`src/rtl/upsf_pkg.sv`:
```
// shared types, constants and byte classification functions of the utf-8 punctuation strip filter
// no dependencies
package upsf_pkg;

   localparam int ByteW  = 8;
   localparam int CountW = 4;

   localparam logic [ByteW-1:0]  LeadA    = 8'hE3;
   localparam logic [ByteW-1:0]  SecondA  = 8'h80;
   localparam logic [ByteW-1:0]  LeadB    = 8'hEF;
   localparam logic [ByteW-1:0]  SecondB1 = 8'hBC;
   localparam logic [ByteW-1:0]  SecondB2 = 8'hBD;
   localparam logic [CountW-1:0] CountMax = 4'd15;
   localparam logic [CountW-1:0] MinKeptReset = 4'd3;

   typedef enum logic [1:0] {
      HOLD_NONE = 2'd0,
      HOLD_LEAD = 2'd1,
      HOLD_PAIR = 2'd2
   } hold_type;

   typedef struct packed {
      logic [ByteW-1:0] kept_byte;
      logic             byte_valid;
      logic             last_of_run;
      logic             text_done;
      logic             too_short;
   } result_word_type;

   // up to two result words produced by one classified byte
   typedef struct packed {
      logic [1:0]      n;
      result_word_type w0;
      result_word_type w1;
   } push_type;

   function automatic logic is_punct(input logic [ByteW-1:0] c);
      return (c >= 8'h21 && c <= 8'h2F) || (c >= 8'h3A && c <= 8'h40) ||
             (c >= 8'h5B && c <= 8'h60) || (c >= 8'h7B && c <= 8'h7E);
   endfunction

   function automatic logic is_lead(input logic [ByteW-1:0] c);
      return (c == LeadA) || (c == LeadB);
   endfunction

   function automatic logic pair_matches(input logic [ByteW-1:0] lead,
                                         input logic [ByteW-1:0] second);
      return ((lead == LeadA) && (second == SecondA)) ||
             ((lead == LeadB) && ((second == SecondB1) || (second == SecondB2)));
   endfunction

endpackage

```
`src/rtl/upsf_if.sv`:
```
// valid/ready channel interfaces: text input, filtered output, threshold write
// depends on nothing
interface upsf_req_if;
   logic       valid;
   logic       ready;
   logic [7:0] text_byte;
   logic       end_of_text;

   modport source (output valid, output text_byte, output end_of_text, input ready);
   modport sink   (input valid, input text_byte, input end_of_text, output ready);
endinterface

interface upsf_rsp_if;
   logic       valid;
   logic       ready;
   logic [7:0] kept_byte;
   logic       byte_valid;
   logic       last_of_run;
   logic       text_done;
   logic       too_short;

   modport source (output valid, output kept_byte, output byte_valid, output last_of_run,
                   output text_done, output too_short, input ready);
   modport sink   (input valid, input kept_byte, input byte_valid, input last_of_run,
                   input text_done, input too_short, output ready);
endinterface

interface upsf_csr_if;
   logic       valid;
   logic       ready;
   logic [3:0] min_kept_length;

   modport source (output valid, output min_kept_length, input ready);
   modport sink   (input valid, input min_kept_length, output ready);
endinterface

```
`src/rtl/upsf_classify.sv`:
```
// input register, held-lead tracking, kept-byte count and threshold register
// depends on upsf_pkg and upsf_if
module upsf_classify (
   input  logic               clock,
   input  logic               reset,
   upsf_req_if.sink           req_bus,
   upsf_csr_if.sink           csr_bus,
   input  logic               space_ok,
   output upsf_pkg::push_type push_out
);
   import upsf_pkg::*;

   logic                s1_valid_ff, s1_valid_in;
   logic [ByteW-1:0]    s1_byte_ff;
   logic                s1_end_ff;
   hold_type            hold_ff, hold_in;
   logic [ByteW-1:0]    lead_ff, lead_in;
   logic [CountW-1:0]   kept_count_ff, kept_count_in;
   logic [CountW-1:0]   min_kept_ff;

   logic                advance;
   logic                req_fire;
   logic                fresh_hold, fresh_emit, matched;
   logic                e0_v, e1_v;
   logic [ByteW-1:0]    e0_b, e1_b;
   logic [1:0]          k;
   logic [CountW:0]     sum;
   logic [CountW-1:0]   cnt_sat;
   logic                short_flag;

   assign advance       = s1_valid_ff && space_ok;
   assign req_bus.ready = !s1_valid_ff || space_ok;
   assign req_fire      = req_bus.valid && req_bus.ready;
   assign csr_bus.ready = 1'b1;

   always_comb begin
      if (req_fire) begin
         s1_valid_in = 1'b1;
      end else if (advance) begin
         s1_valid_in = 1'b0;
      end else begin
         s1_valid_in = s1_valid_ff;
      end
   end

   always_comb begin
      fresh_hold = !is_punct(s1_byte_ff) && is_lead(s1_byte_ff) && !s1_end_ff;
      fresh_emit = !is_punct(s1_byte_ff) && !fresh_hold;
      matched    = pair_matches(lead_ff, s1_byte_ff);
      e0_v    = 1'b0;
      e0_b    = s1_byte_ff;
      e1_v    = 1'b0;
      e1_b    = s1_byte_ff;
      hold_in = HOLD_NONE;
      lead_in = lead_ff;
      case (hold_ff)
         HOLD_NONE: begin
            if (fresh_hold) begin
               hold_in = HOLD_LEAD;
               lead_in = s1_byte_ff;
            end else if (fresh_emit) begin
               e0_v = 1'b1;
            end
         end
         HOLD_LEAD: begin
            e0_b = lead_ff;
            if (matched) begin
               if (s1_end_ff) begin
                  e0_v = 1'b1;
                  e1_v = 1'b1;
               end else begin
                  hold_in = HOLD_PAIR;
               end
            end else begin
               e0_v = 1'b1;
               if (fresh_hold) begin
                  hold_in = HOLD_LEAD;
                  lead_in = s1_byte_ff;
               end else if (fresh_emit) begin
                  e1_v = 1'b1;
               end
            end
         end
         default: begin
            hold_in = HOLD_NONE;
         end
      endcase
      if (s1_end_ff) begin
         hold_in = HOLD_NONE;
         lead_in = '0;
      end
   end

   always_comb begin
      k          = {1'b0, e0_v} + {1'b0, e1_v};
      sum        = {1'b0, kept_count_ff} + {3'b000, k};
      cnt_sat    = (sum > {1'b0, CountMax}) ? CountMax : sum[CountW-1:0];
      short_flag = cnt_sat < min_kept_ff;
      kept_count_in = s1_end_ff ? '0 : cnt_sat;

      push_out.w0.kept_byte   = e0_v ? e0_b : '0;
      push_out.w0.byte_valid  = e0_v;
      push_out.w0.last_of_run = (k != 2'd2);
      push_out.w0.text_done   = s1_end_ff && (k != 2'd2);
      push_out.w0.too_short   = s1_end_ff && (k != 2'd2) && short_flag;
      push_out.w1.kept_byte   = e1_v ? e1_b : '0;
      push_out.w1.byte_valid  = e1_v;
      push_out.w1.last_of_run = 1'b1;
      push_out.w1.text_done   = s1_end_ff;
      push_out.w1.too_short   = s1_end_ff && short_flag;
      if (!advance) begin
         push_out.n = 2'd0;
      end else if (k == 2'd0 && s1_end_ff) begin
         push_out.n = 2'd1;
      end else begin
         push_out.n = k;
      end
   end

   always_ff @(posedge clock) begin
      if (reset) begin
         s1_valid_ff   <= 1'b0;
         hold_ff       <= HOLD_NONE;
         lead_ff       <= '0;
         kept_count_ff <= '0;
         min_kept_ff   <= MinKeptReset;
      end else begin
         s1_valid_ff <= s1_valid_in;
         if (advance) begin
            hold_ff       <= hold_in;
            lead_ff       <= lead_in;
            kept_count_ff <= kept_count_in;
         end
         if (csr_bus.valid && csr_bus.ready) begin
            min_kept_ff <= csr_bus.min_kept_length;
         end
      end
   end

   always_ff @(posedge clock) begin
      if (req_fire) begin
         s1_byte_ff <= req_bus.text_byte;
         s1_end_ff  <= req_bus.end_of_text;
      end
   end

   a_end_clears: assert property (@(posedge clock) disable iff (reset)
      advance && s1_end_ff |=> kept_count_ff == '0 && hold_ff == HOLD_NONE)
      else $error("state not cleared after end of text");

   a_third_drops: assert property (@(posedge clock) disable iff (reset)
      advance && hold_ff == HOLD_PAIR |-> !push_out.w0.byte_valid && !push_out.w1.byte_valid)
      else $error("third byte of a sequence produced output");

   a_pair_valid: assert property (@(posedge clock) disable iff (reset)
      push_out.n == 2'd2 |-> push_out.w0.byte_valid && push_out.w1.byte_valid)
      else $error("two-word push with an empty word");

   a_no_hold_after_pair: assert property (@(posedge clock) disable iff (reset)
      advance && hold_ff == HOLD_PAIR |=> hold_ff == HOLD_NONE)
      else $error("hold state did not clear after third byte");

endmodule

```
`src/rtl/upsf_out_queue.sv`:
```
// result queue taking up to two words per cycle and handing out one word per handshake
// depends on upsf_pkg and upsf_if
module upsf_out_queue #(
   parameter int Depth = 4
) (
   input  logic               clock,
   input  logic               reset,
   input  upsf_pkg::push_type push_in,
   output logic               space_ok,
   upsf_rsp_if.source         rsp_bus
);
   import upsf_pkg::*;

   localparam int PtrW = (Depth > 1) ? $clog2(Depth) : 1;
   localparam int CntW = $clog2(Depth + 1);
   localparam logic [PtrW-1:0] LastPtr  = PtrW'(Depth - 1);
   localparam logic [CntW-1:0] SpaceLim = CntW'(Depth - 2);
   localparam logic [CntW-1:0] DepthCnt = CntW'(Depth);

   result_word_type   mem [Depth];
   logic [PtrW-1:0]   wr_ptr_ff, wr_ptr_in, wr_next;
   logic [PtrW-1:0]   rd_ptr_ff, rd_ptr_in;
   logic [CntW-1:0]   count_ff, count_in;
   logic              pop;
   result_word_type   head;

   function automatic logic [PtrW-1:0] wrap_inc(input logic [PtrW-1:0] p);
      return (p == LastPtr) ? '0 : p + 1'b1;
   endfunction

   assign space_ok      = count_ff <= SpaceLim;
   assign head          = mem[rd_ptr_ff];
   assign rsp_bus.valid       = count_ff != '0;
   assign rsp_bus.kept_byte   = head.kept_byte;
   assign rsp_bus.byte_valid  = head.byte_valid;
   assign rsp_bus.last_of_run = head.last_of_run;
   assign rsp_bus.text_done   = head.text_done;
   assign rsp_bus.too_short   = head.too_short;
   assign pop = rsp_bus.valid && rsp_bus.ready;

   always_comb begin
      wr_next   = wrap_inc(wr_ptr_ff);
      wr_ptr_in = wr_ptr_ff;
      if (push_in.n == 2'd1) begin
         wr_ptr_in = wr_next;
      end else if (push_in.n == 2'd2) begin
         wr_ptr_in = wrap_inc(wr_next);
      end
      rd_ptr_in = pop ? wrap_inc(rd_ptr_ff) : rd_ptr_ff;
      count_in  = count_ff + CntW'(push_in.n) - CntW'(pop);
   end

   always_ff @(posedge clock) begin
      if (reset) begin
         wr_ptr_ff <= '0;
         rd_ptr_ff <= '0;
         count_ff  <= '0;
      end else begin
         wr_ptr_ff <= wr_ptr_in;
         rd_ptr_ff <= rd_ptr_in;
         count_ff  <= count_in;
      end
   end

   always_ff @(posedge clock) begin
      if (push_in.n != 2'd0) begin
         mem[wr_ptr_ff] <= push_in.w0;
      end
      if (push_in.n == 2'd2) begin
         mem[wr_next] <= push_in.w1;
      end
   end

   a_count_bound: assert property (@(posedge clock) disable iff (reset)
      count_ff <= DepthCnt)
      else $error("queue count above depth");

   a_no_overflow: assert property (@(posedge clock) disable iff (reset)
      push_in.n != 2'd0 |-> space_ok)
      else $error("push into a full queue");

   a_drain: assert property (@(posedge clock) disable iff (reset)
      pop && count_ff == CntW'(1) && push_in.n == 2'd0 |=> !rsp_bus.valid)
      else $error("queue not empty after last word taken");

endmodule

```
`src/rtl/utf8_punctuation_strip_filter.sv`:
```
// top level of the utf-8 punctuation strip filter
// depends on upsf_pkg, upsf_if, upsf_classify and upsf_out_queue
//
// Takes one text byte per cycle on req_bus and passes on every byte except ascii punctuation
// and three-byte sequences starting E3 80, EF BC or EF BD; a lead byte or lead pair is held
// until the next byte decides it and is flushed if the text ends there. Each word goes into
// an input register, is classified there once the queue has room and lands in a Depth-entry
// result queue that drives rsp_bus. The sustained rate is one byte per cycle; a byte that
// flushes a held lead can yield two result words, and input stalls while the
// queue has fewer than two free entries. The final word of a text carries text_done and, if
// fewer than min_kept_length bytes were kept (count saturating at 15), too_short. A text that
// ends with nothing left to emit gives one word with byte_valid low. csr_bus is always ready.
module utf8_punctuation_strip_filter #(
   parameter int Depth = 4
) (
   input  logic        clock,
   input  logic        reset,
   upsf_req_if.sink    req_bus,
   upsf_csr_if.sink    csr_bus,
   upsf_rsp_if.source  rsp_bus
);
   import upsf_pkg::*;

   push_type push;
   logic     space_ok;

   upsf_classify u_classify (
      .clock    (clock),
      .reset    (reset),
      .req_bus  (req_bus),
      .csr_bus  (csr_bus),
      .space_ok (space_ok),
      .push_out (push)
   );

   upsf_out_queue #(
      .Depth (Depth)
   ) u_out_queue (
      .clock    (clock),
      .reset    (reset),
      .push_in  (push),
      .space_ok (space_ok),
      .rsp_bus  (rsp_bus)
   );

endmodule

```
`src/flat_wrapper.sv`:
```
// flat-port wrapper written by rule: the top's interface ports become plain ports
module utf8_punctuation_strip_filter_flat import upsf_pkg::*;
#(
   parameter int Depth = 4
)
  (clock, reset, req_bus_valid, req_bus_text_byte, req_bus_end_of_text, req_bus_ready, csr_bus_valid, csr_bus_min_kept_length, csr_bus_ready, rsp_bus_valid, rsp_bus_kept_byte, rsp_bus_byte_valid, rsp_bus_last_of_run, rsp_bus_text_done, rsp_bus_too_short, rsp_bus_ready);
  upsf_req_if req_bus_i ();
  upsf_csr_if csr_bus_i ();
  upsf_rsp_if rsp_bus_i ();
  input  logic clock;
  input  logic reset;
  input wire logic [$bits(req_bus_i.valid)-1:0] req_bus_valid;
  input wire logic [$bits(req_bus_i.text_byte)-1:0] req_bus_text_byte;
  input wire logic [$bits(req_bus_i.end_of_text)-1:0] req_bus_end_of_text;
  output wire logic [$bits(req_bus_i.ready)-1:0] req_bus_ready;
  input wire logic [$bits(csr_bus_i.valid)-1:0] csr_bus_valid;
  input wire logic [$bits(csr_bus_i.min_kept_length)-1:0] csr_bus_min_kept_length;
  output wire logic [$bits(csr_bus_i.ready)-1:0] csr_bus_ready;
  output wire logic [$bits(rsp_bus_i.valid)-1:0] rsp_bus_valid;
  output wire logic [$bits(rsp_bus_i.kept_byte)-1:0] rsp_bus_kept_byte;
  output wire logic [$bits(rsp_bus_i.byte_valid)-1:0] rsp_bus_byte_valid;
  output wire logic [$bits(rsp_bus_i.last_of_run)-1:0] rsp_bus_last_of_run;
  output wire logic [$bits(rsp_bus_i.text_done)-1:0] rsp_bus_text_done;
  output wire logic [$bits(rsp_bus_i.too_short)-1:0] rsp_bus_too_short;
  input wire logic [$bits(rsp_bus_i.ready)-1:0] rsp_bus_ready;
  assign req_bus_i.valid = req_bus_valid;
  assign req_bus_i.text_byte = req_bus_text_byte;
  assign req_bus_i.end_of_text = req_bus_end_of_text;
  assign req_bus_ready = req_bus_i.ready;
  assign csr_bus_i.valid = csr_bus_valid;
  assign csr_bus_i.min_kept_length = csr_bus_min_kept_length;
  assign csr_bus_ready = csr_bus_i.ready;
  assign rsp_bus_valid = rsp_bus_i.valid;
  assign rsp_bus_kept_byte = rsp_bus_i.kept_byte;
  assign rsp_bus_byte_valid = rsp_bus_i.byte_valid;
  assign rsp_bus_last_of_run = rsp_bus_i.last_of_run;
  assign rsp_bus_text_done = rsp_bus_i.text_done;
  assign rsp_bus_too_short = rsp_bus_i.too_short;
  assign rsp_bus_i.ready = rsp_bus_ready;
  utf8_punctuation_strip_filter #(.Depth(Depth)) u_core (.clock(clock), .reset(reset), .req_bus(req_bus_i), .csr_bus(csr_bus_i), .rsp_bus(rsp_bus_i));
endmodule
```
`config.mk`:
```
export PLATFORM = sky130hd
export DESIGN_NAME = utf8_punctuation_strip_filter_flat
export DESIGN_NICKNAME = d
export VERILOG_FILES = /design/src/rtl/upsf_pkg.sv /design/src/rtl/upsf_if.sv /design/src/rtl/upsf_classify.sv /design/src/rtl/upsf_out_queue.sv /design/src/rtl/utf8_punctuation_strip_filter.sv /design/src/flat_wrapper.sv
export SDC_FILE = /design/constraint.sdc
export NUM_CORES = 1
export LEC_CHECK = 0
export BUFFER_PORTS_ARGS = -buffer_cell sky130_fd_sc_hd__buf_2
export CORE_ASPECT_RATIO = 1.1
export CORE_MARGIN = 3
export CORE_UTILIZATION = 65
export DETAILED_ROUTE_END_ITERATION = 8
export PLACE_DENSITY_LB_ADDON = 0.25
export SYNTH_ARGS = -nofsm -noshare
export SYNTH_HDL_FRONTEND = slang
export SYNTH_SLANG_ARGS = --single-unit
```
`constraint.sdc`:
```
create_clock -name clock -period 10.41 [get_ports clock]
set_input_delay 2.082 -clock clock [delete_from_list [all_inputs] [get_ports clock]]
set_output_delay 2.082 -clock clock [all_outputs]
set_load 0.1 [all_outputs]
```
# Yosys cells after proc, flatten, opt, wreduce, memory -nomap -nowiden
# Memory sizes are Yosys's and may differ from the RTL's. A register that Yosys moved wholly into a read port is not among the register bits.
# Cells that the tools add are included.
# classes
n_addsub,7
order_cmp,11
eq_ne,15
n_mux,35
n_reduce_logical,35
# ops
operator,n
$eq A8 B8 Y1 const B,7
$mux W8,6
$le A8 B7 Y1 const B,3
$mux W2,11
$ge A8 B6 Y1 const B,2
$ge A8 B7 Y1 const B,2
$logic_and A1 B1 Y1,16
$pmux W8 S2,1
$mux W1,13
$eq A2 B2 Y1 const B,4
$le A8 B6 Y1 const B,1
$mux W4,2
$logic_or A1 B1 Y1,7
$add A2 B1 Y2 const B,3
$reduce_bool A2 Y1,3
$reduce_bool A3 Y1,2
$add A4 B2 Y5,1
$gt A5 B4 Y1 const B,1
$eq A2 B1 Y1 const B,2
$logic_not A1 Y1,4
$logic_not A2 Y1,2
$lt A4 B4 Y1,1
$pmux W2 S2,1
$add A3 B2 Y3,1
7 further kinds,7
# totals
reg_bits,35
ram_bits,48
inputBits,18
output_inout_bits,15
n_memories,1
# mem_list
name,depth,word_bits,rd,rd_clocked_by_memory_dff,wr,line_no,rtl
u_core.u_out_queue.mem,4,12,1,1,2,upsf_out_queue.sv:20,result_word_type mem [Depth];

# Logic depth before layout (Yosys ltp)
# logic_depth
depth_word,22
ltp_mapped,18
mapped_depth_nobuf,17

# By module
# Synthesis repeated with hierarchy kept, for this count alone.
# hier_totals
hier_cells,380
area_unflattened_um2,4693.3
# by_module_without_submodules
module,instances,cells_each,area_per_inst_um2
upsf_out_queue,1,184,2922.8
upsf_classify,1,196,1770.4

# Worst setup path after synthesis
# No wires, ideal clock.
# synth_path
path_kind,register to register
from,reg u_core.u_classify.s1_byte_ff[2] (netlist: u_core.u_classify.e1_b[2])
to,mem u_core.u_out_queue.mem[0][0] (netlist bit) (data pin)
arrival_ns,3.594
t_required_ns,10.253
path_slack_ns,6.659
path_stages_with_launch,18
n_path_buf,0
cell_sequence,edfxtp_1 -> or3b_1 -> o211ai_1 -> o32ai_1 -> a21boi_0 -> o21ai_0 -> ha_1 -> ha_1 -> inv_1 -> fa_1 -> nand3b_1 -> nand2_1 -> ha_1 -> inv_1 -> a31oi_1 -> o21a_1 -> o21a_1 -> nor3_1
# synth_rtl
element,line_no,rtl
"start, declared",upsf_classify.sv:14,logic [ByteW-1:0] s1_byte_ff;
"start signal, assigned",upsf_classify.sv:142,s1_byte_ff <= req_bus.text_byte;
"end, declared",upsf_out_queue.sv:20,

==> impl_metrics.prom <==
# TYPE chip_impl_metric gauge
chip_impl_info{name="critPathCaptureType",value="flop"} 1
chip_impl_metric{name="cts.repair.resized",unit=""} 0
chip_impl_metric{name="switching_power",unit="mW"} 0.379
chip_impl_metric{name="floorplan.rows",unit=""} 30
chip_impl_metric{name="drt_pre_antenna_iters",unit=""} 5
chip_impl_metric{name="synth_area_per_cell",unit="um2"} 12.0
chip_impl_info{name="synth_ff_type",value="edfxtp_1"} 1
chip_impl_metric{name="wl_per_cell",unit="um"} 18.6
chip_impl_metric{name="min_period",unit="ps"} 4290
chip_impl_metric{name="synthSimpleGateAreaFrac",unit="%"} 13.9
chip_impl_info{name="path_cells",value="nor4_1 > o32ai_1 > a21boi_0 > o21ai_0 > ha_1 > ha_1 > inv_1 > fa_1 > nand3b_1 > nand2_1 > ha_1 > inv_1 > a31oi_1 > o21a_1 > o21a_1 > nor3_1"} 1
chip_impl_metric{name="critPathMaxStageDelay",unit="ps"} 820
chip_impl_metric{name="number_of_pins_with_negative_max_slew_slack_in_the_final_report",unit=""} 0
chip_impl_info{name="clock_tree_from_tritoncts",value="built"} 1
chip_impl_metric{name="placement.setup.worst_slack",unit="ps"} 6210
chip_impl_metric{name="power_leakage",unit="nW"} 1.88
chip_impl_metric{name="worst_hold_margin",unit="ps"} 488
chip_impl_metric{name="total_setup_violations_reported_at_the_end_of_the_flow",unit=""} 0
chip_impl_metric{name="clk_pin_slew",unit="ps"} 80
chip_impl_info{name="cts_root_buffer_type",value="clkbuf_8"} 1
chip_impl_metric{name="fmax",unit="MHz"} 233
chip_impl_metric{name="synth.ff_latch_count",unit=""} 85
chip_impl_metric{name="synth.yosys.seq_area_share",unit="%"} 50.8
chip_impl_metric{name="timing.critical_path.required",unit="ps"} 10600
chip_impl_metric{name="worst_skew_pair.late_latency",unit="ps"} 360
chip_impl_metric{name="drive_gt1_share",unit="%"} 19.6
chip_impl_metric{name="dpl_cell_area",unit="mm2"} 0.00458
chip_impl_metric{name="die_area",unit="mm2"} 0.00779
chip_impl_info{name="worst_path_max_delay_cell",value="o32ai_1"} 1
chip_impl_metric{name="finalNetCount",unit=""} 434
chip_impl_metric{name="cts_buf_count",unit=""} 9
chip_impl_metric{name="register_area",unit="mm2"} 0.00223
chip_impl_metric{name="worst_voltage_drop_across_the_vdd_grid",unit="V"} 0.000200
chip_impl_metric{name="core-area",unit="mm2"} 0.00634
chip_impl_info{name="synthMostInstantiatedCell",value="edfxtp_1"} 1
chip_impl_metric{name="mappedNetlistArea",unit="mm2"} 0.00440
chip_impl_metric{name="post-route-drc-count",unit=""} 0
chip_impl_metric{name="worst_slew_pin_slew",unit="ps"} 1000
chip_impl_metric{name="grt-ovfl-total",unit=""} 0
chip_impl_metric{name="post_synth_fa_ha_maj_area_fraction",unit="%"} 7.17
chip_impl_info{name="grt_setup_unrepaired",value="no"} 1
chip_impl_metric{name="yosys.area_share.xor_xnor",unit="%"} 0.797
chip_impl_metric{name="netlist_instances",unit=""} 366
chip_impl_metric{name="clkPwrFrac",unit="%"} 26.0
chip_impl_info{name="worst_setup_path_start_kind",value="flop"} 1
chip_impl_metric{name="post_synth_mux_area_share",unit="%"} 7.57
chip_impl_info{name="ys_top_cells_by_count",value="edfxtp_1 (53), dfxtp_1 (32), a22o_1 (30)"} 1
chip_impl_metric{name="floorplan.initialDensity",unit="%"} 69.3
chip_impl_metric{name="hold_viol",unit=""} 0
chip_impl_metric{name="critical_path.max_fanout",unit=""} 9
chip_impl_metric{name="min_period_over_period",unit="%"} 41.3
chip_impl_metric{name="synthesis.yosys.warnings",unit=""} 0
chip_impl_metric{name="netlist-cell-type-count",unit=""} 54
chip_impl_metric{name="worst_case_clock_buffer_depth",unit=""} 2
chip_impl_metric{name="syn2layout_area_growth",unit="%"} 9.33
chip_impl_metric{name="maxCapViolCount",unit=""} 0
chip_impl_metric{name="synthArstFlopShare",unit="%"} 0
chip_impl_metric{name="power_report.internal_total",unit="mW"} 0.619
chip_impl_metric{name="final_antenna_net_count",unit=""} 0
chip_impl_metric{name="slew_headroom",unit="%"} 32.6
chip_impl_metric{name="post_layout_nonfiller_instances",unit=""} 477
chip_impl_metric{name="antenna_cells_inserted",unit=""} 0
chip_impl_metric{name="switching_share",unit="%"} 38.0
chip_impl_metric{name="die_y",unit="um"} 92.3
chip_impl_metric{name="grt.total_usage",unit="%"} 23.8
chip_impl_info{name="critPathKind",value="reg2reg"} 1
chip_impl_info{name="synth.largest_area_cell",value="edfxtp_1"} 1
chip_impl_info{name="synth.top_cells.by_area",value="edfxtp_1 (36%), dfxtp_1 (15%), ha_1 (6.3%)"} 1
chip_impl_metric{name="synth.top_cell.area_share",unit="%"} 36.2
chip_impl_metric{name="synth.net_count",unit=""} 408
chip_impl_metric{name="vias",unit=""} 3050
chip_impl_metric{name="post-route-util",unit="%"} 75.8
chip_impl_metric{name="hold_buffers",unit=""} 0
chip_impl_metric{name="worst-endpoint-arrival",unit="ps"} 4490
chip_impl_metric{name="multi_input_area",unit="mm2"} 0.00201
chip_impl_info{name="hold_path.class",value="reg2reg"} 1
chip_impl_info{name="combinational_family_with_the_most_area_after_synthesis",value="compound AO/OA/AOI/OAI gates"} 1
chip_impl_metric{name="io_buffer_count",unit=""} 31
chip_impl_metric{name="clock_sink_count",unit=""} 85
chip_impl_metric{name="numPlacedInstances",unit=""} 461
chip_impl_metric{name="global_route_wire_length_before_repair",unit="um"} 14400
chip_impl_metric{name="grt_start_max_net_pins",unit=""} 20
chip_impl_metric{name="place.gp.congestion",unit=""} 0.845
chip_impl_info{name="crit_path_frequent_cell",value="ha_1"} 1
chip_impl_metric{name="synth-compound-area-share",unit="%"} 16.3
chip_impl_metric{name="stdcell_area",unit="mm2"} 0.00481
chip_impl_metric{name="h-tree-depth",unit=""} 3
chip_impl_metric{name="detail_route.wirelength",unit="um"} 8860
chip_impl_metric{name="hpwlAfterDp",unit="um"} 6210
chip_impl_metric{name="power_density",unit="mW/mm2"} 208
chip_impl_metric{name="die_width",unit="um"} 84.4
chip_impl_metric{name="synth-edff-count",unit=""} 53
chip_impl_metric{name="setup-tns-final",unit="ps"} 0
chip_impl_metric{name="finClkSkew",unit="ps"} 15.3
chip_impl_metric{name="first_global_vias",unit=""} 3005
chip_impl_metric{name="viasPerCell",unit=""} 6.39
chip_impl_metric{name="drtIter0Drc",unit=""} 212
chip_impl_metric{name="antenna_found_initial",unit=""} 0
chip_impl_info{name="outcome",value="finished clean"} 1
chip_impl_metric{name="num_io_pins",unit=""} 33
chip_impl_metric{name="p_seq_share",unit="%"} 41.9
chip_impl_metric{name="layout.filler_cells",unit=""} 401
chip_impl_metric{name="postCtsSetupBuffers",unit=""} 0
chip_impl_metric{name="design_power_total",unit="mW"} 0.998
chip_impl_metric{name="share_comb_of_total_power",unit="%"} 32.1
chip_impl_metric{name="setup_slack",unit="ps"} 6120
-- worst max-delay path, delay by kind of cell, from the launching register on --
kind,cells,cell delay (ps)
buffers and inverters,2,110
and+or+nand+nor,4,650
adders and majority gates,4,1040
DFF,1,520
AOI/OAI and AO/OA,6,1830
-- cell families (layout without fill, tap and decap cells) --
logic type	after synthesis	in the layout
and+or+nand+nor	106	106
AOI/OAI and AO/OA	90	90
DFF	85	85
buffers and inverters	38	69
adders and majority gates	24	24
muxes	18	18
xor gates and xnor gates	4	4
other	1	1
-- cells in the final DEF (no fill, tap or decap), types with 3 or more instances in the layout --
cell / instances
edfxtp_1: 53
dfxtp_1: 32
buf_2: 31
a22o_1: 30
nor2_1: 27
a21oi_1: 22
inv_1: 22
ha_1: 22
nand2_1: 15
and2_1: 14
nor3_1: 13
nand2b_1: 12
mux4_2: 12
clkbuf_8: 10
a21o_1: 5
a211oi_2: 4
nor4_2: 4
mux2i_1: 4
a221o_1: 4
nand3_1: 3
o21a_1: 3
a31o_1: 3
a32o_2: 3
xnor2_1: 3
-- power by group through the flow --
stage / clock (mW) / combinational, mW / sequential (mW)
5_1_grt: 0.275 / 0.339 / 0.423
6_report: 0.260 / 0.320 / 0.418
3_5_place_dp: 0 / 0.320 / 0.426
2_1_floorplan: 0 / 0.287 / 0.407
3_3_place_gp: 0 / 0.315 / 0.423
4_1_cts: 0.261 / 0.321 / 0.418
-- layer usage --
metal / wire length, um / part of all wire (%) / GRT usage, % / vias to the layer above
met5: 0 / 0 / 0 / -
met4: 175 / 2.0 / 10.2 / 0
met3: 655 / 7.4 / 5.03 / 20
met2: 4350 / 49 / 38.4 / 141
met1: 3680 / 42 / 31.2 / 1456
li1: - / - / - / 1433
-- cell type report --
class / count / share of cell area, %
repair buffers: 31 / 3.23
clock inverters: 5 / 1.72
well taps: 80 / 2.08
flip-flops and latches: 85 / 46.4
inverters: 22 / 1.72
multi-input cells: 243 / 41.9
clock buffers: 11 / 2.94
-- state kept, by name, indices dropped and copies added, names as in the netlist, named ones only --
signal,count
u_core.u_out_queue.rd_ptr_ff,2
u_core.u_classify.hold_ff,2
u_core.u_out_queue.mem,48
u_core.u_classify.e1_b,8
u_core.u_out_queue.wr_ptr_ff,2
u_core.u_out_queue.count_ff,3
u_core.u_classify.s1_end_ff,1
u_core.u_classify.lead_ff,8
u_core.u_classify.s1_valid_ff,1
u_core.u_classify.min_kept_ff,4
u_core.u_classify.kept_count_ff,4
-- worst paths after layout --
kind                                        start                         endpoint  slack [ps]  cells past startpoint
setup / recovery        u_core.u_classify.e1_b[3]     u_core.u_out_queue.mem[0][0]        6120                     16
hold / removal    u_core.u_out_queue.rd_ptr_ff[1]  u_core.u_out_queue.rd_ptr_ff[1]         490                      2
setup reg to reg        u_core.u_classify.e1_b[3]     u_core.u_out_queue.mem[0][0]        6120                     16
hold reg to reg   u_core.u_out_queue.rd_ptr_ff[1]  u_core.u_out_queue.rd_ptr_ff[1]         490                      2
Note: power is estimated with default switching activity, not from simulation.
